**src/ini_config_tokenizer_core_defines.svh**
```systemverilog
// assertion macros shared by the tokenizer rtl
// expects clk and rst_n in the scope of each use
`ifndef INI_CONFIG_TOKENIZER_CORE_DEFINES_SVH
`define INI_CONFIG_TOKENIZER_CORE_DEFINES_SVH

// same-cycle implication, checked outside reset
`define ICT_ASSERT_SAME(label, ante, cons, msg) \
    label: assert property (@(posedge clk) disable iff (!rst_n) (ante) |-> (cons)) \
        else $error(msg);

// next-cycle implication, checked outside reset
`define ICT_ASSERT_NEXT(label, ante, cons, msg) \
    label: assert property (@(posedge clk) disable iff (!rst_n) (ante) |=> (cons)) \
        else $error(msg);

`endif

```
**src/ict_pkg.sv**
```systemverilog
// shared types and constants of the ini config tokenizer
// no dependencies
`default_nettype none

package ict_pkg;

    typedef enum logic [3:0]
    {
        PH_TOP,
        PH_HDR_PRE,
        PH_HDR_NAME,
        PH_HDR_POST,
        PH_NAME,
        PH_NAME_POST,
        PH_VAL_PRE,
        PH_VALUE,
        PH_ESC,
        PH_COMMENT
    } phase_t;

    typedef struct packed
    {
        phase_t        phase;
        logic [11:0]   tok_len;
        logic [23:0]   line;
        logic [15:0]   col;
        logic [31:0]   bytes;
        logic          failed;
    } parse_state_t;

    localparam parse_state_t PARSE_STATE_RESET = '{
        phase:   PH_TOP,
        tok_len: 12'd0,
        line:    24'd1,
        col:     16'd0,
        bytes:   32'd0,
        failed:  1'b0
    };

    typedef struct packed
    {
        logic [2:0]  kind;
        logic [7:0]  ch;
        logic [2:0]  code;
        logic [23:0] line;
        logic [15:0] col;
        logic [31:0] bytes;
        logic        last;
    } result_t;

    typedef struct packed
    {
        logic [7:0]  sec;
        logic [7:0]  name;
        logic [11:0] value;
    } limits_t;

    // register indexes on the config port
    localparam logic [1:0] REG_IDX_SECTION = 2'd0;
    localparam logic [1:0] REG_IDX_NAME    = 2'd1;
    localparam logic [1:0] REG_IDX_VALUE   = 2'd2;

    localparam limits_t LIMITS_RESET = '{sec: 8'd64, name: 8'd64, value: 12'd1024};

    localparam int RES_DEPTH = 4;
    localparam int PTR_W     = $clog2(RES_DEPTH);
    localparam int CNT_W     = $clog2(RES_DEPTH + 1);

endpackage

`default_nettype wire

```
**src/ict_step.sv**
```systemverilog
// per-byte parse step: next state and up to two results
// depends on ict_pkg
`default_nettype none

module ict_step
    import ict_pkg::*;
(
    input  parse_state_t cur,
    input  logic         func,
    input  logic [7:0]   data_byte,
    input  limits_t      limits,
    output parse_state_t nxt,
    output logic [1:0]   res_n,
    output result_t      res0,
    output result_t      res1
);

    localparam logic [2:0] KIND_SEC_CHAR   = 3'd0;
    localparam logic [2:0] KIND_SEC_END    = 3'd1;
    localparam logic [2:0] KIND_NAME_CHAR  = 3'd2;
    localparam logic [2:0] KIND_VAL_CHAR   = 3'd3;
    localparam logic [2:0] KIND_ENTRY_END  = 3'd4;
    localparam logic [2:0] KIND_ERROR      = 3'd5;
    localparam logic [2:0] KIND_DONE       = 3'd6;

    localparam logic [2:0] ERR_ILLEGAL     = 3'd0;
    localparam logic [2:0] ERR_EQUALS      = 3'd1;
    localparam logic [2:0] ERR_QUOTE       = 3'd2;
    localparam logic [2:0] ERR_TOO_LONG    = 3'd3;
    localparam logic [2:0] ERR_HEADER      = 3'd4;

    localparam logic [7:0] CH_LBRACK = 8'h5B;
    localparam logic [7:0] CH_RBRACK = 8'h5D;
    localparam logic [7:0] CH_HASH   = 8'h23;
    localparam logic [7:0] CH_EQ     = 8'h3D;
    localparam logic [7:0] CH_QUOTE  = 8'h22;
    localparam logic [7:0] CH_BSLASH = 8'h5C;
    localparam logic [7:0] CH_UNDER  = 8'h5F;
    localparam logic [7:0] CH_NL     = 8'h0A;
    localparam logic [7:0] CH_SPACE  = 8'h20;
    localparam logic [7:0] CH_TAB    = 8'h09;
    localparam logic [7:0] CH_CR     = 8'h0D;
    localparam logic [7:0] CH_FF     = 8'h0C;
    localparam logic [7:0] CH_VT     = 8'h0B;

    function automatic logic is_ws(input logic [7:0] c);
        return c == CH_SPACE || c == CH_TAB || c == CH_NL || c == CH_CR
            || c == CH_FF || c == CH_VT;
    endfunction

    function automatic logic is_letter(input logic [7:0] c);
        return (c >= 8'h61 && c <= 8'h7A) || (c >= 8'h41 && c <= 8'h5A);
    endfunction

    function automatic logic is_cont(input logic [7:0] c);
        return is_letter(c) || (c >= 8'h30 && c <= 8'h39) || c == CH_UNDER;
    endfunction

    function automatic result_t mk_res(input logic [2:0] kind, input logic [7:0] ch,
                                       input logic [2:0] code, input parse_state_t st,
                                       input logic last);
        result_t r;
        r.kind  = kind;
        r.ch    = ch;
        r.code  = code;
        r.line  = st.line;
        r.col   = st.col;
        r.bytes = st.bytes;
        r.last  = last;
        return r;
    endfunction

    logic        do_push;
    logic [2:0]  push_kind;
    logic [11:0] push_lim;
    logic [11:0] tl_base;
    logic        err;
    logic [2:0]  err_code;
    logic        emit;
    logic [2:0]  emit_kind;
    logic [7:0]  emit_ch;

    always_comb
    begin
        nxt       = cur;
        res_n     = 2'd0;
        res0      = '0;
        res1      = '0;
        do_push   = 1'b0;
        push_kind = KIND_SEC_CHAR;
        push_lim  = 12'd0;
        tl_base   = cur.tok_len;
        err       = 1'b0;
        err_code  = ERR_ILLEGAL;
        emit      = 1'b0;
        emit_kind = KIND_SEC_END;
        emit_ch   = 8'd0;

        if (func)
        begin
            if (!cur.failed)
            begin
                case (cur.phase)
                    PH_TOP, PH_COMMENT:
                        err = 1'b0;
                    PH_HDR_PRE, PH_HDR_NAME, PH_HDR_POST:
                    begin
                        err      = 1'b1;
                        err_code = ERR_HEADER;
                    end
                    PH_NAME, PH_NAME_POST:
                    begin
                        err      = 1'b1;
                        err_code = ERR_EQUALS;
                    end
                    default:
                    begin
                        err      = 1'b1;
                        err_code = ERR_QUOTE;
                    end
                endcase
            end
            if (err)
            begin
                res0  = mk_res(KIND_ERROR, 8'd0, err_code, cur, 1'b0);
                res1  = mk_res(KIND_DONE, 8'd0, ERR_ILLEGAL, cur, 1'b1);
                res_n = 2'd2;
            end
            else
            begin
                res0  = mk_res(KIND_DONE, 8'd0, ERR_ILLEGAL, cur, 1'b1);
                res_n = 2'd1;
            end
            nxt = PARSE_STATE_RESET;
        end
        else if (!cur.failed)
        begin
            // saturating position counters
            if (cur.bytes != '1)
                nxt.bytes = cur.bytes + 32'd1;
            if (cur.col != '1)
                nxt.col = cur.col + 16'd1;
            if (data_byte == CH_NL)
            begin
                if (cur.line != '1)
                    nxt.line = cur.line + 24'd1;
                nxt.col = 16'd0;
            end

            case (cur.phase)
                PH_TOP:
                begin
                    if (is_ws(data_byte))
                        nxt.phase = PH_TOP;
                    else if (data_byte == CH_LBRACK)
                        nxt.phase = PH_HDR_PRE;
                    else if (data_byte == CH_HASH)
                        nxt.phase = PH_COMMENT;
                    else if (is_letter(data_byte))
                    begin
                        nxt.phase   = PH_NAME;
                        nxt.tok_len = 12'd0;
                        tl_base     = 12'd0;
                        do_push     = 1'b1;
                        push_kind   = KIND_NAME_CHAR;
                        push_lim    = {4'd0, limits.name};
                    end
                    else
                    begin
                        err      = 1'b1;
                        err_code = ERR_ILLEGAL;
                    end
                end
                PH_HDR_PRE:
                begin
                    if (is_ws(data_byte))
                        nxt.phase = PH_HDR_PRE;
                    else if (is_letter(data_byte))
                    begin
                        nxt.phase   = PH_HDR_NAME;
                        nxt.tok_len = 12'd0;
                        tl_base     = 12'd0;
                        do_push     = 1'b1;
                        push_kind   = KIND_SEC_CHAR;
                        push_lim    = {4'd0, limits.sec};
                    end
                    else
                    begin
                        err      = 1'b1;
                        err_code = ERR_HEADER;
                    end
                end
                PH_HDR_NAME, PH_HDR_POST:
                begin
                    if (cur.phase == PH_HDR_NAME && is_cont(data_byte))
                    begin
                        do_push   = 1'b1;
                        push_kind = KIND_SEC_CHAR;
                        push_lim  = {4'd0, limits.sec};
                    end
                    else if (is_ws(data_byte))
                        nxt.phase = PH_HDR_POST;
                    else if (data_byte == CH_RBRACK)
                    begin
                        emit      = 1'b1;
                        emit_kind = KIND_SEC_END;
                        nxt.phase = PH_TOP;
                    end
                    else
                    begin
                        err      = 1'b1;
                        err_code = ERR_HEADER;
                    end
                end
                PH_NAME, PH_NAME_POST:
                begin
                    if (cur.phase == PH_NAME && is_cont(data_byte))
                    begin
                        do_push   = 1'b1;
                        push_kind = KIND_NAME_CHAR;
                        push_lim  = {4'd0, limits.name};
                    end
                    else if (is_ws(data_byte))
                        nxt.phase = PH_NAME_POST;
                    else if (data_byte == CH_EQ)
                        nxt.phase = PH_VAL_PRE;
                    else
                    begin
                        err      = 1'b1;
                        err_code = ERR_EQUALS;
                    end
                end
                PH_VAL_PRE:
                begin
                    if (is_ws(data_byte))
                        nxt.phase = PH_VAL_PRE;
                    else if (data_byte == CH_QUOTE)
                    begin
                        nxt.tok_len = 12'd0;
                        nxt.phase   = PH_VALUE;
                    end
                    else
                    begin
                        err      = 1'b1;
                        err_code = ERR_QUOTE;
                    end
                end
                PH_VALUE:
                begin
                    if (data_byte == CH_BSLASH)
                        nxt.phase = PH_ESC;
                    else if (data_byte == CH_QUOTE)
                    begin
                        emit      = 1'b1;
                        emit_kind = KIND_ENTRY_END;
                        nxt.phase = PH_TOP;
                    end
                    else
                    begin
                        do_push   = 1'b1;
                        push_kind = KIND_VAL_CHAR;
                        push_lim  = limits.value;
                    end
                end
                PH_ESC:
                begin
                    if (data_byte == CH_BSLASH || data_byte == CH_QUOTE)
                    begin
                        nxt.phase = PH_VALUE;
                        do_push   = 1'b1;
                        push_kind = KIND_VAL_CHAR;
                        push_lim  = limits.value;
                    end
                    else
                    begin
                        err      = 1'b1;
                        err_code = ERR_ILLEGAL;
                    end
                end
                default:
                begin
                    if (data_byte == CH_NL)
                        nxt.phase = PH_TOP;
                    else
                        nxt.phase = PH_COMMENT;
                end
            endcase

            // token character against its length limit
            if (do_push)
            begin
                if (tl_base < push_lim)
                begin
                    nxt.tok_len = tl_base + 12'd1;
                    emit        = 1'b1;
                    emit_kind   = push_kind;
                    emit_ch     = data_byte;
                end
                else
                begin
                    err      = 1'b1;
                    err_code = ERR_TOO_LONG;
                end
            end

            if (err)
            begin
                nxt.failed = 1'b1;
                res0       = mk_res(KIND_ERROR, 8'd0, err_code, nxt, 1'b1);
                res_n      = 2'd1;
            end
            else if (emit)
            begin
                res0  = mk_res(emit_kind, emit_ch, ERR_ILLEGAL, nxt, 1'b1);
                res_n = 2'd1;
            end
        end
    end

endmodule

`default_nettype wire

```
**src/ict_res_fifo.sv**
```systemverilog
// small result queue, takes up to two results per cycle, gives one
// depends on ict_pkg and the assertion macro header
`default_nettype none
`include "ini_config_tokenizer_core_defines.svh"

module ict_res_fifo
    import ict_pkg::*;
(
    input  logic       clk,
    input  logic       rst_n,
    input  logic [1:0] push_n,
    input  result_t    push0,
    input  result_t    push1,
    output logic       room,
    output result_t    head,
    output logic       head_valid,
    input  logic       head_ready
);

    result_t            mem [RES_DEPTH];
    logic [PTR_W-1:0]   wr_ptr_reg;
    logic [PTR_W-1:0]   wr_ptr_next;
    logic [PTR_W-1:0]   rd_ptr_reg;
    logic [PTR_W-1:0]   rd_ptr_next;
    logic [CNT_W-1:0]   count_reg;
    logic [CNT_W-1:0]   count_next;
    logic               pop;

    assign head_valid = count_reg != '0;
    assign head       = mem[rd_ptr_reg];
    assign pop        = head_valid && head_ready;
    // room for a full end-of-stream pair whatever the receiver does
    assign room       = count_reg <= CNT_W'(RES_DEPTH - 2);

    always_comb
    begin
        wr_ptr_next = PTR_W'(wr_ptr_reg + PTR_W'(push_n));
        rd_ptr_next = pop ? PTR_W'(rd_ptr_reg + PTR_W'(1)) : rd_ptr_reg;
        count_next  = CNT_W'(count_reg + CNT_W'(push_n) - CNT_W'(pop));
    end

    always_ff @(posedge clk)
    begin
        if (push_n != 2'd0)
            mem[wr_ptr_reg] <= push0;
        if (push_n == 2'd2)
            mem[PTR_W'(wr_ptr_reg + PTR_W'(1))] <= push1;
    end

    always_ff @(posedge clk or negedge rst_n)
    begin
        if (!rst_n)
        begin
            wr_ptr_reg <= '0;
            rd_ptr_reg <= '0;
            count_reg  <= '0;
        end
        else
        begin
            wr_ptr_reg <= wr_ptr_next;
            rd_ptr_reg <= rd_ptr_next;
            count_reg  <= count_next;
        end
    end

    `ICT_ASSERT_SAME(a_count_bound, 1'b1, count_reg <= CNT_W'(RES_DEPTH), "result queue overfilled")
    `ICT_ASSERT_SAME(a_no_overflow, push_n != 2'd0, (count_reg + CNT_W'(push_n)) <= CNT_W'(RES_DEPTH), "push into full result queue")
    `ICT_ASSERT_NEXT(a_pair_grows, push_n == 2'd2 && !pop, count_reg == CNT_W'($past(count_reg) + CNT_W'(2)), "pair push lost an entry")

endmodule

`default_nettype wire

```
**src/ini_config_tokenizer_core.sv**
```systemverilog
// top level of the ini config tokenizer: apb registers, parse state, result queue
// depends on ict_pkg, ict_step, ict_res_fifo and the assertion macro header
`default_nettype none
`include "ini_config_tokenizer_core_defines.svh"

// usage
// item channel (item_valid/item_ready): one transaction per input byte (func 0)
// or end of stream (func 1). result channel (result_valid/result_ready): one
// transaction per event, last_of_run marks the final event of a byte.
// a byte is parsed in the cycle it is accepted and its event is written to a
// four-entry result queue, whose head drives the result channel; one byte per
// cycle is taken as long as the receiver keeps up. end of stream may give two
// events (error, then done).
// item_ready drops only when the queue holds more than two events, so a
// stalled receiver holds the input back once three events wait; from an
// empty queue that takes three transactions that each give an event.
// limit registers sit at byte addresses 0, 4 and 8 of the apb port; write
// them only while the block is idle.
// reset clears the parse state to top level, line 1, column 0, offset 0,
// empties the queue and loads the limits with 64, 64 and 1024. after end of
// stream the parse state returns to that reset value by itself.
module ini_config_tokenizer_core
    import ict_pkg::*;
(
    input  logic        clk,
    input  logic        rst_n,

    input  logic        item_valid,
    output logic        item_ready,
    input  logic        func,
    input  logic [7:0]  data_byte,

    output logic        result_valid,
    input  logic        result_ready,
    output logic [2:0]  kind,
    output logic [7:0]  out_char,
    output logic [2:0]  error_code,
    output logic [23:0] line_number,
    output logic [15:0] column_number,
    output logic [31:0] byte_offset,
    output logic        last_of_run,

    input  logic        psel,
    input  logic        penable,
    input  logic        pwrite,
    input  logic [3:0]  paddr,
    input  logic [31:0] pwdata,
    output logic [31:0] prdata,
    output logic        pready
);

    parse_state_t state_reg;
    parse_state_t state_next;
    parse_state_t step_nxt;
    limits_t      limits_reg;
    limits_t      limits_next;
    logic [1:0]   step_res_n;
    result_t      step_res0;
    result_t      step_res1;
    logic [1:0]   push_n;
    logic         accept;
    logic         cfg_write;
    result_t      head;

    assign pready    = 1'b1;
    assign cfg_write = psel && penable && pwrite;
    assign accept    = item_valid && item_ready;

    always_comb
    begin
        limits_next = limits_reg;
        if (cfg_write)
        begin
            case (paddr[3:2])
                REG_IDX_SECTION: limits_next.sec   = pwdata[7:0];
                REG_IDX_NAME:    limits_next.name  = pwdata[7:0];
                REG_IDX_VALUE:   limits_next.value = pwdata[11:0];
                default:         limits_next       = limits_reg;
            endcase
        end
    end

    always_comb
    begin
        case (paddr[3:2])
            REG_IDX_SECTION: prdata = {24'd0, limits_reg.sec};
            REG_IDX_NAME:    prdata = {24'd0, limits_reg.name};
            REG_IDX_VALUE:   prdata = {20'd0, limits_reg.value};
            default:         prdata = 32'd0;
        endcase
    end

    ict_step u_step
    (
        .cur       (state_reg),
        .func      (func),
        .data_byte (data_byte),
        .limits    (limits_reg),
        .nxt       (step_nxt),
        .res_n     (step_res_n),
        .res0      (step_res0),
        .res1      (step_res1)
    );

    assign state_next = accept ? step_nxt : state_reg;
    assign push_n     = accept ? step_res_n : 2'd0;

    always_ff @(posedge clk or negedge rst_n)
    begin
        if (!rst_n)
        begin
            state_reg  <= PARSE_STATE_RESET;
            limits_reg <= LIMITS_RESET;
        end
        else
        begin
            state_reg  <= state_next;
            limits_reg <= limits_next;
        end
    end

    ict_res_fifo u_res_fifo
    (
        .clk        (clk),
        .rst_n      (rst_n),
        .push_n     (push_n),
        .push0      (step_res0),
        .push1      (step_res1),
        .room       (item_ready),
        .head       (head),
        .head_valid (result_valid),
        .head_ready (result_ready)
    );

    assign kind          = head.kind;
    assign out_char      = head.ch;
    assign error_code    = head.code;
    assign line_number   = head.line;
    assign column_number = head.col;
    assign byte_offset   = head.bytes;
    assign last_of_run   = head.last;

    `ICT_ASSERT_NEXT(a_eos_restart, accept && func, state_reg == PARSE_STATE_RESET, "parse state not restarted after end of stream")
    `ICT_ASSERT_NEXT(a_failed_holds, accept && !func && state_reg.failed, $stable(state_reg), "state moved after failure")
    `ICT_ASSERT_SAME(a_pair_only_eos, accept && step_res_n == 2'd2, func, "two events from a data byte")

endmodule

`default_nettype wire

```
**config.mk**
```make
export PLATFORM = sky130hd
export DESIGN_NAME = ini_config_tokenizer_core
export DESIGN_NICKNAME = d
export VERILOG_FILES = /design/src/ict_pkg.sv /design/src/ict_step.sv /design/src/ict_res_fifo.sv /design/src/ini_config_tokenizer_core.sv
export VERILOG_INCLUDE_DIRS = /design/src /design/src/src
export SDC_FILE = /design/constraint.sdc
export NUM_CORES = 1
export LEC_CHECK = 0
export BUFFER_PORTS_ARGS = -buffer_cell sky130_fd_sc_hd__buf_2
export CORE_ASPECT_RATIO = 0.7
export CORE_MARGIN = 2
export CORE_UTILIZATION = 40
export DETAILED_ROUTE_END_ITERATION = 6
export PLACE_DENSITY_LB_ADDON = 0.08
export SLEW_MARGIN = 15
export SYNTH_ARGS = -nofsm -noshare
export SYNTH_HDL_FRONTEND = slang
export SYNTH_SLANG_ARGS = --single-unit
```
**constraint.sdc**
```tcl
create_clock -name clk -period 9 [get_ports clk]
set_clock_uncertainty 0.1 [all_clocks]
set_input_delay 0.45 -clock clk [delete_from_list [all_inputs] [get_ports clk]]
set_output_delay 0.45 -clock clk [all_outputs]
set_load 0.02 [all_outputs]
```
# ---- After elaboration in Yosys (flattened, before gate mapping)
# Memories as Yosys holds them, arrays and structs flattened.
# Index checks and enable logic that the tools add are counted.
dict set report op_classes {
  add_sub_neg 9
  n_lt_le_gt_ge 8
  n_eq_ne 38
  muxes 149
  n_reduce_logical 31
}
# operator count
set op_table {}
lappend op_table {{87-bit two-way mux} 6}
lappend op_table {{12-bit two-way mux} 23}
lappend op_table {{89-bit two-way mux} 2}
lappend op_table {{86-bit two-way mux} 1}
lappend op_table {{12-bit case mux with 3 select lines} 2}
lappend op_table {{12-bit case mux with 6 select lines} 1}
lappend op_table {{16-bit two-way mux} 4}
lappend op_table {{4-bit two-way mux} 15}
lappend op_table {{3-bit two-way mux} 19}
lappend op_table {{1-bit two-way mux} 48}
lappend op_table {{8-bit two-way mux} 6}
lappend op_table {{8-bit by 4-bit == test with 1-bit output, second input constant} 5}
lappend op_table {{40-bit two-way mux} 1}
lappend op_table {{32-bit by 1-bit adder with 32-bit output, second input constant} 1}
lappend op_table {{8-bit by 6-bit == test with 1-bit output, second input constant} 4}
lappend op_table {{8-bit by 7-bit == test with 1-bit output, second input constant} 4}
lappend op_table {{32-bit two-way mux} 1}
lappend op_table {{32-bit != test, second input constant} 1}
lappend op_table {{4-bit case mux with 7 select lines} 1}
lappend op_table {{24-bit by 1-bit adder with 24-bit output, second input constant} 1}
lappend op_table {{24-bit two-way mux} 1}
lappend op_table {{24-bit != test, second input constant} 1}
lappend op_table {{12-bit case mux with 2 select lines} 1}
lappend op_table {{3-bit case mux with 4 select lines} 2}
lappend op_table {{38 further kinds} 84}
dict set report totals {
  reg_bits 124
  ram_bits 348
  n_memories 1
}
# memory depth word_bits rd rd_clocked_by_memory_dff wr line_no
set mem_list {}
lappend mem_list {u_res_fifo.mem 4 87 1 0 2 ict_res_fifo.sv:20} ;# result_t mem [RES_DEPTH];

# ---- Longest topological paths before layout
# Gate-level depths: netlist of run 1.
dict set report logic_depth {
  ltp_word 23
  mapped_depth 18
  ltp_nobuf 15
}

# ---- Hierarchy
# Synthesis of run 1 repeated with hierarchy kept, for this count alone.
dict set report unflattened {
  hier_cells 2289
  hier_area_um2 28230.8
}
# mod instances cells_each area_per_inst_um2 seq_area_each_um2
set by_module_without_submodules {}
lappend by_module_without_submodules {ict_res_fifo 1 887 17170.2 10625.2}
lappend by_module_without_submodules {ict_step 1 1095 6294.8 0.0}
lappend by_module_without_submodules {ini_config_tokenizer_core 1 307 4765.8 2932.8}

# ---- Least setup slack after synthesis of run 1
# Ideal clock, no wire load.
dict set report synth_path {
  kind {input -> register}
  from {input data_byte[3]}
  to {memory u_res_fifo.mem[1][23] (netlist bit), data pin}
  arrival_time_ps 4665
  required_time_ps 8634
  setup_slack_ps 3970
  cell_stages 12
  path_buffers 3
  path_cell_list {buf_2 > or4b_4 > o31ai_1 > o31ai_1 > buf_2 > a221o_1 > a221oi_2 > a21oi_2 > o211ai_1 > buf_4 > nand2_1 > o211a_1}
}
# item line_no
set synth_lines {}
lappend synth_lines {{from (decl)} ini_config_tokenizer_core.sv:31} ;# input logic [7:0] data_byte,
lappend synth_lines {{to (decl)} ict_res_fifo.sv:20}

==> out/qor.tcl, run 1 <==
set qor(synth_edf_count) 300
set qor(floorplan.die.width_um) 306
set qor(clk_pin_slew_ns) 0.06
set qor(tightest_slew_ns) 1.22
set qor(fmax_ghz) 0.177
set qor(slew_headroom_pct) 18.3
set qor(flip_flop_count_of_the_largest_register_after_layout) 348
set qor(std_cell_rows) 77
set qor(required_ns) 9.30
set qor(regToRegStartpoint) {state_reg[87]$_DFFE_PN0P_}
set qor(synth-warning-count) 0
set qor(largest_driver_fanout_on_the_critical_path) 17
set qor(post_synth_num_cell_types) 91
set qor(routed_via_density) 6.21
set qor(share_of_the_synthesized_area_in_the_top_cell_type_pct) 35.2
set qor(drtPass1Iterations) 6
set qor(timing.setup.critical_path_class) {register to register}
set qor(detailedRoute.firstIterationViolations) 2135
set qor(cts_max_path_buffers) 3
set qor(asyncSetResetFlopFracSynth_pct) 26.3
set qor(die-height_um) 216
set qor(hold_violations) 0
set qor(final_max_slew_viol_count) 0
set qor(rsz0062_at_grt) {no}
set qor(clock_tree_from_tritoncts) {done}
set qor(layout-drive-gt1-share_pct) 17.1
set qor(synthesis.area_per_instance_um2) 10.7
set qor(num_vias) 20230
set qor(tritoncts_num_sinks) 472
set qor(synth.cells.most_frequent) {300 x sky130_fd_sc_hd__edfxtp_1, 284 x sky130_fd_sc_hd__nand2_1, 249 x sky130_fd_sc_hd__o21ai_0, 181 x sky130_fd_sc_hd__clkbuf_1, 132 x sky130_fd_sc_hd__nor2_1}
set qor(drt_wl_total_mm) 82.2
set qor(worstSetupEndpoint) {u_res_fifo.mem[1][85]$_DFFE_PP_}
set qor(grt_remaining_overflow) 0
set qor(yosys.cell_count.top_type) {sky130_fd_sc_hd__edfxtp_1}
set qor(area_growth_syn_to_layout_pct) 10.6
set qor(total_negative_setup_slack_ns) 0
set qor(ys.flop_type) {sky130_fd_sc_hd__edfxtp_1}
set qor(vdd_ir_drop_max_mv) 0.208
set qor(cts_made_buffers) 49
set qor(syn-cell-area_um2) 25600
set qor(finish.net_count) 2465
set qor(io_pins) 174
set qor(hold_path_class) {input port to register}
set qor(ys_seq_area_share_pct) 51.1
set qor(ys_ff_latch) 472
set qor(drc) 0
set qor(p_leak_uw) 0.0100
set qor(power_density_nw_per_um2) 253
set qor(antenna_cells_inserted) 0
set qor(cts-htree-levels) 2
set qor(worst-endpoint-arrival_ns) 5.94
set qor(setup.worst_path.start_class) {register}
set qor(cts-resized-gates) 0
set qor(grt_start_max_net_pins) 79
set qor(setup_viol_count_final) 0
set qor(place_congestion) 0.875
set qor(global_route.usage.total_pct) 24.8
set qor(final.min_clock_period_ns) 5.64
set qor(first_global_vias) 19795
set qor(synth.top_cells.by_area) {sky130_fd_sc_hd__edfxtp_1 35%, sky130_fd_sc_hd__dfrtp_1 12%, sky130_fd_sc_hd__mux4_2 7.6%, sky130_fd_sc_hd__o21ai_0 4.9%, sky130_fd_sc_hd__nand2_1 4.2%}
set qor(clock_insertion_delay_worst_skew_ns) 0.60
set qor(worst_setup_path_end_kind) {register}
set qor(initial_core_util_pct) 40.5
set qor(reg2reg_path_depth) 15
set qor(cts_root_buf) {sky130_fd_sc_hd__clkbuf_16}
set qor(post_drt_wl_per_cell_um) 25.2
set qor(reg2reg_setup_slack_ns) 3.36
set qor(post-cts-setup-buffer-count) 0
set qor(run_status) {completed}
set qor(final_core_utilization_pct) 44.8
set qor(dpl.hpwl_mm) 49.6
set qor(antenna_violating_nets_post_route) 0
set qor(floorplan.core_area_um2) 63200
set qor(design.die.area_um2) 66100
set qor(synth_area_leader_cell) {sky130_fd_sc_hd__edfxtp_1}
set qor(critPathLaunch) {state_reg[87]$_DFFE_PN0P_}
set qor(grt_first_pass_wirelength_mm) 125
set qor(port-buffer-count) 130
set qor(synthesis.instances) 2404
set qor(grt_antenna_before_repair) 1
set qor(regToRegEndpoint) {u_res_fifo.mem[1][85]$_DFFE_PP_}
set qor(layout_worst_path_cycle_share_pct) 62.7
set qor(cap_viol_max_count) 0
[worst min-delay path by stage]
stage,startpoint,to,slack [ns],cells after the start
3_5_place_dp,u_res_fifo.mem[2][73]$_SDFFE_PP0P_,u_res_fifo.mem[2][73]$_SDFFE_PP0P_,0.35,2
4_1_cts,pwdata[1],limits_reg[1]$_DFFE_PN0P_,0.001,2
3_3_place_gp,u_res_fifo.mem[0][73]$_SDFFE_PP0P_,u_res_fifo.mem[0][73]$_SDFFE_PP0P_,0.34,2
2_1_floorplan,rst_n,limits_reg[0]$_DFFE_PN0P_,0.05,0
6_report,pwdata[3],limits_reg[3]$_DFFE_PN0P_,0.03,2
5_1_grt,pwdata[3],limits_reg[23]$_DFFE_PN0P_,0.02,2
[critical path, stage by stage (launching register included)]
cell	delay [ns]
sky130_fd_sc_hd__dfrtp_1	0.57
sky130_fd_sc_hd__nor2_1	0.43
sky130_fd_sc_hd__and3_1	0.26
sky130_fd_sc_hd__or3b_1	0.40
sky130_fd_sc_hd__nand2_1	0.39
sky130_fd_sc_hd__a222oi_1	0.23
sky130_fd_sc_hd__ha_1	0.37
sky130_fd_sc_hd__a211oi_1	0.20
sky130_fd_sc_hd__o21ai_0	0.14
sky130_fd_sc_hd__a221oi_1	0.55
sky130_fd_sc_hd__and4b_1	0.35
sky130_fd_sc_hd__o31ai_1	0.14
sky130_fd_sc_hd__and2_0	0.29
sky130_fd_sc_hd__nor3_2	0.60
sky130_fd_sc_hd__a21oi_1	0.22
sky130_fd_sc_hd__o21ai_0	0.21
[cell usage in the layout (no fill, tap or decap), types with 11 or more instances in the layout]
master                      instances
sky130_fd_sc_hd__buf_4             38
sky130_fd_sc_hd__and2_1            27
sky130_fd_sc_hd__o21ai_1           14
sky130_fd_sc_hd__mux2_2            28
sky130_fd_sc_hd__clkbuf_1          14
sky130_fd_sc_hd__and4_1            13
sky130_fd_sc_hd__a31oi_1           49
sky130_fd_sc_hd__clkbuf_16         49
sky130_fd_sc_hd__conb_1            21
sky130_fd_sc_hd__a21oi_1          106
sky130_fd_sc_hd__or3_1             12
sky130_fd_sc_hd__nand3_1          104
sky130_fd_sc_hd__nand4_1           28
sky130_fd_sc_hd__dfrtp_1          118
sky130_fd_sc_hd__inv_1             29
sky130_fd_sc_hd__o22ai_1           11
sky130_fd_sc_hd__xnor2_1           13
sky130_fd_sc_hd__a21o_1            13
sky130_fd_sc_hd__edfxtp_1         300
sky130_fd_sc_hd__o21ai_0          248
sky130_fd_sc_hd__mux2i_1           17
sky130_fd_sc_hd__and3_1            32
sky130_fd_sc_hd__buf_2            129
sky130_fd_sc_hd__ha_1              19
sky130_fd_sc_hd__o31ai_1           49
sky130_fd_sc_hd__nand2_1          279
sky130_fd_sc_hd__o211a_1           13
sky130_fd_sc_hd__nor2_1           127
sky130_fd_sc_hd__a22oi_1           43
sky130_fd_sc_hd__dfxtp_1           48
sky130_fd_sc_hd__mux4_2            87
sky130_fd_sc_hd__a22o_1           119
sky130_fd_sc_hd__nor3_1            31
[metrics by stage]
stage          setup slack, ns  instance area, um2  cells  power (uW)  hold slack, ns
5_1_grt                   2.90               28300   3260        7480          0.0167
4_1_cts                   3.42               28300   3260        7230         0.00141
3_3_place_gp              3.23               26700   3164        5180           0.341
6_report                  3.36               28300   3260        7160          0.0296
2_1_floorplan             3.97               25700   2423        4320          0.0544
3_5_place_dp              3.19               26700   3164        5210           0.353
[where the power goes]
| part | internal [uW] | total (uW) | switching, uW |
|---|---|---|---|
| Combinational | 816 | 2400 | 1590 |
| Sequential | 2530 | 2740 | 208 |
| Clock | 1140 | 2020 | 875 |
[final cells by class]
type                            instances  area, um2
Clock buffer                           73       1420
Inverter                               30        113
Multi-Input combinational cell       1665      11500
Clock inverter                         16        128
Tap cell                              829       1040
Timing Repair Buffer                  175       1010
Fill cell                            5868      34900
Sequential cell                       472      13100
[kinds of logic after synthesis]
logic type      after synthesis  share of synthesized area (%)
mux                         132                           9.54
flops                       472                           51.1
buf+inv                     286                           4.78
compound gates              761                           19.9
xor+xnor                     19                          0.650
other cells                   2                         0.0293
simple gates                712                           13.1
fa+ha+maj                    20                           1.01
[what timing repair did]
action                     CTS  global route
hold endpoints to repair    67             0
setup endpoints to repair    0             0
hold buffers                 7             0
[metal layers]
| metal | vias up | GRT usage [%] | part of all wire [%] |
|---|---|---|---|
| li1 | 9104 | - | - |
| met4 | 0 | 6.21 | 2.0 |
| met1 | 10200 | 37.8 | 47 |
| met3 | 111 | 3.66 | 7.8 |
| met2 | 815 | 36.9 | 43 |
| met5 | - | 0 | 0 |
Note: power is estimated with default switching activity, not from simulation.
==> run 2, diff against run 1 <==
- clock period: 9 -> 5.5 ns (I/O delays scaled with it)
==> out/qor.tcl, run 2 (synthesized netlist as in run 1, its figures left out) <==
set qor(run_status) {completed}
set qor(floorplan.core_area_um2) 63200 ;# unchanged
set qor(finish.net_count) 2521 ;# +2.3%
set qor(grt_remaining_overflow) 0 ;# unchanged
set qor(cts-htree-levels) 2 ;# unchanged
set qor(layout-drive-gt1-share_pct) 18.9 ;# +1.8 points
set qor(area_growth_syn_to_layout_pct) 13.9
set qor(post_drt_wl_per_cell_um) 25.2 ;# +0.13%
set qor(fin_ws_ns) 0.439 ;# -2.92 ns
set qor(most_frequent_cells_in_the_layout) {300 x sky130_fd_sc_hd__edfxtp_1, 280 x sky130_fd_sc_hd__nand2_1, 248 x sky130_fd_sc_hd__o21ai_0}
set qor(post-cts-setup-buffer-count) 0 ;# unchanged
set qor(std_cell_rows) 77 ;# unchanged
set qor(largest_driver_fanout_on_the_critical_path) 10 ;# -7
set qor(worst_setup_path_end_kind) {register}
set qor(num_vias) 20631 ;# +2.0%
set qor(global_route.usage.total_pct) 25.1 ;# +0.32 points
set qor(flip_flop_count_of_the_largest_register_after_layout) 348 ;# unchanged
set qor(die-height_um) 216 ;# unchanged
set qor(required_ns) 5.87 ;# -3.43 ns
set qor(clock_insertion_delay_worst_skew_ns) 0.61 ;# about the same
set qor(hold_path_class) {input port to register}
set qor(initial_core_util_pct) 40.5 ;# unchanged
set qor(first_global_vias) 20032 ;# +1.2%
set qor(layout_worst_path_cycle_share_pct) 92.0
set qor(final_core_utilization_pct) 46.2 ;# +1.3 points
set qor(cts_made_buffers) 51 ;# +4.1%
set qor(cts_max_path_buffers) 3 ;# unchanged
set qor(vdd_ir_drop_max_mv) 0.276 ;# +33%
set qor(io_pins) 174 ;# unchanged
set qor(routed_via_density) 6.21 ;# +0.14%
set qor(power_density_nw_per_um2) 422 ;# +67%
set qor(clock_tree_from_tritoncts) {done}
set qor(layout.cells.most_common) {sky130_fd_sc_hd__edfxtp_1}
set qor(setup.worst_path.start_class) {input port}
set qor(worst-endpoint-arrival_ns) 5.43 ;# -0.51 ns
set qor(hold_violations) 0 ;# unchanged
set qor(grt_first_pass_wirelength_mm) 127 ;# +1.7%
set qor(grt_antenna_before_repair) 2 ;# +1
set qor(port-buffer-count) 130 ;# unchanged
set qor(antenna_cells_inserted) 0 ;# unchanged
set qor(place_congestion) 0.888 ;# +1.5%
set qor(drc) 0 ;# unchanged
set qor(cap_viol_max_count) 0 ;# unchanged
set qor(slew_headroom_pct) 27.7 ;# +9.4 points
set qor(antenna_violating_nets_post_route) 0 ;# unchanged
set qor(final_max_slew_viol_count) 0 ;# unchanged
set qor(timing.setup.critical_path_class) {input port to register}
set qor(drt_wl_total_mm) 83.8 ;# +2.0%
set qor(final.min_clock_period_ns) 5.06
set qor(dp_slack_ns) 0.326 ;# -2.86 ns
set qor(design.die.area_um2) 66100 ;# unchanged
set qor(clk_pin_slew_ns) 0.07 ;# about the same
set qor(setup_viol_count_final) 0 ;# unchanged
set qor(drtPass1Iterations) 7 ;# +1
set qor(fmax_ghz) 0.198
set qor(tightest_slew_ns) 1.08 ;# -0.141 ns
set qor(detailedRoute.firstIterationViolations) 2210 ;# +3.5%
set qor(tritoncts_num_sinks) 472 ;# unchanged
set qor(floorplan.die.width_um) 306 ;# unchanged
set qor(rsz0062_at_grt) {no}
set qor(p_leak_uw) 0.0104 ;# +4.1%
set qor(cts_root_buf) {sky130_fd_sc_hd__clkbuf_16}
set qor(dpl.hpwl_mm) 52.6 ;# +6.1%
set qor(grt_start_max_net_pins) 82 ;# +3.8%
set qor(total_negative_setup_slack_ns) 0 ;# unchanged
[run 2: cell count changes in the layout (fill, tap and decap cells not counted), sizes merged]
cell,change
inv,+2
clkinv,+4
buf,+43
dlygate4sd3,+11
bufinv,+6
clkbuf,-10
clkinvlp,+4
[run 2: routing by layer]
| layer | routed length, um | GRT usage, % | share of wire, % |
|---|---|---|---|
| met5 | 0 | 0 | 0 |
| met1 | 39400 | 38.8 | 47 |
| met3 | 6900 | 4.06 | 8.2 |
| met2 | 36100 | 36.9 | 43 |
| met4 | 1480 | 5.29 | 1.8 |
[run 2: critical path, stage by stage]
cell and delay (ns):
sky130_fd_sc_hd__dlygate4sd3_1 0.53, sky130_fd_sc_hd__buf_2 0.18, sky130_fd_sc_hd__nor4b_2 0.46, sky130_fd_sc_hd__a32oi_1 0.31, sky130_fd_sc_hd__o21bai_1 0.29, sky130_fd_sc_hd__nand2_1 0.30
sky130_fd_sc_hd__a222oi_1 0.45, sky130_fd_sc_hd__ha_1 0.32, sky130_fd_sc_hd__a211oi_1 0.19, sky130_fd_sc_hd__o21ai_0 0.12, sky130_fd_sc_hd__a221oi_1 0.33, sky130_fd_sc_hd__buf_4 0.18
sky130_fd_sc_hd__and4b_1 0.24, sky130_fd_sc_hd__o31ai_1 0.13, sky130_fd_sc_hd__and2_0 0.30, sky130_fd_sc_hd__a211o_1 0.35, sky130_fd_sc_hd__a21oi_1 0.32, sky130_fd_sc_hd__a21oi_1 0.13
[run 2: area by class of cell]
| cell class | instances | area (um2) |
|---|---|---|
| clock buffer | 63 | 1430 |
| clock inverter | 32 | 374 |
| sequential | 472 | 13100 |
| fill | 5876 | 34000 |
| tap | 829 | 1040 |
| timing repair buffer | 229 | 1620 |
| multi-input combinational | 1665 | 11500 |
| inverter | 30 | 113 |
[run 2: what timing repair did]
action / CTS / global route
hold endpoints to repair: 124 / 0
hold buffers: 18 / 0
gates resized for setup: 0 / 1
endpoints found under the setup margin: 0 / 4
[run 2: power breakdown]
part	total (uW)	leakage [uW]	switching, uW	internal [uW]
Sequential	4420	0.00491	280	4140
Clock	3740	0.000877	1520	2220
Combinational	4150	0.00465	2710	1440
Total	12300	0.0104	4510	7810
[run 2: path summary, 6_finish.rpt]
| kind | startpoint | endpoint | slack (ns) | cells after the start |
|---|---|---|---|---|
| worst min-delay path | data_byte[2] | u_res_fifo.mem[1][78]$_SDFFE_PP0P_ | 0.02 | 3 |
| worst max-delay path | data_byte[3] | u_res_fifo.mem[3][84]$_SDFFE_PP0P_ | 0.44 | 18 |
| worst min register to register | u_res_fifo.mem[0][73]$_SDFFE_PP0P_ | u_res_fifo.mem[0][73]$_SDFFE_PP0P_ | 0.36 | 2 |
| min in group asynchronous | rst_n | limits_reg[20]$_DFFE_PN0P_ | 0.25 | 2 |
| max in group asynchronous | rst_n | state_reg[73]$_DFFE_PN0P_ | 3.89 | 3 |
| worst max register to register | state_reg[88]$_DFFE_PN0P_ | u_res_fifo.mem[3][84]$_SDFFE_PP0P_ | 0.79 | 16 |
[run 2: metrics by stage]
| step | power [uW] | hold slack [ns] | cell area [um2] | cells |
|---|---|---|---|---|
| 5_1_grt | 12800 | 0.0499 | 29200 | 3320 |
| 2_1_floorplan | 7070 | -0.121 | 25700 | 2423 |
| 3_3_place_gp | 8640 | 0.337 | 27200 | 3207 |
| 3_5_place_dp | 8660 | 0.341 | 27200 | 3207 |
| 4_1_cts | 12400 | 0.00261 | 29200 | 3320 |
| 6_report | 12300 | 0.0213 | 29200 | 3320 |
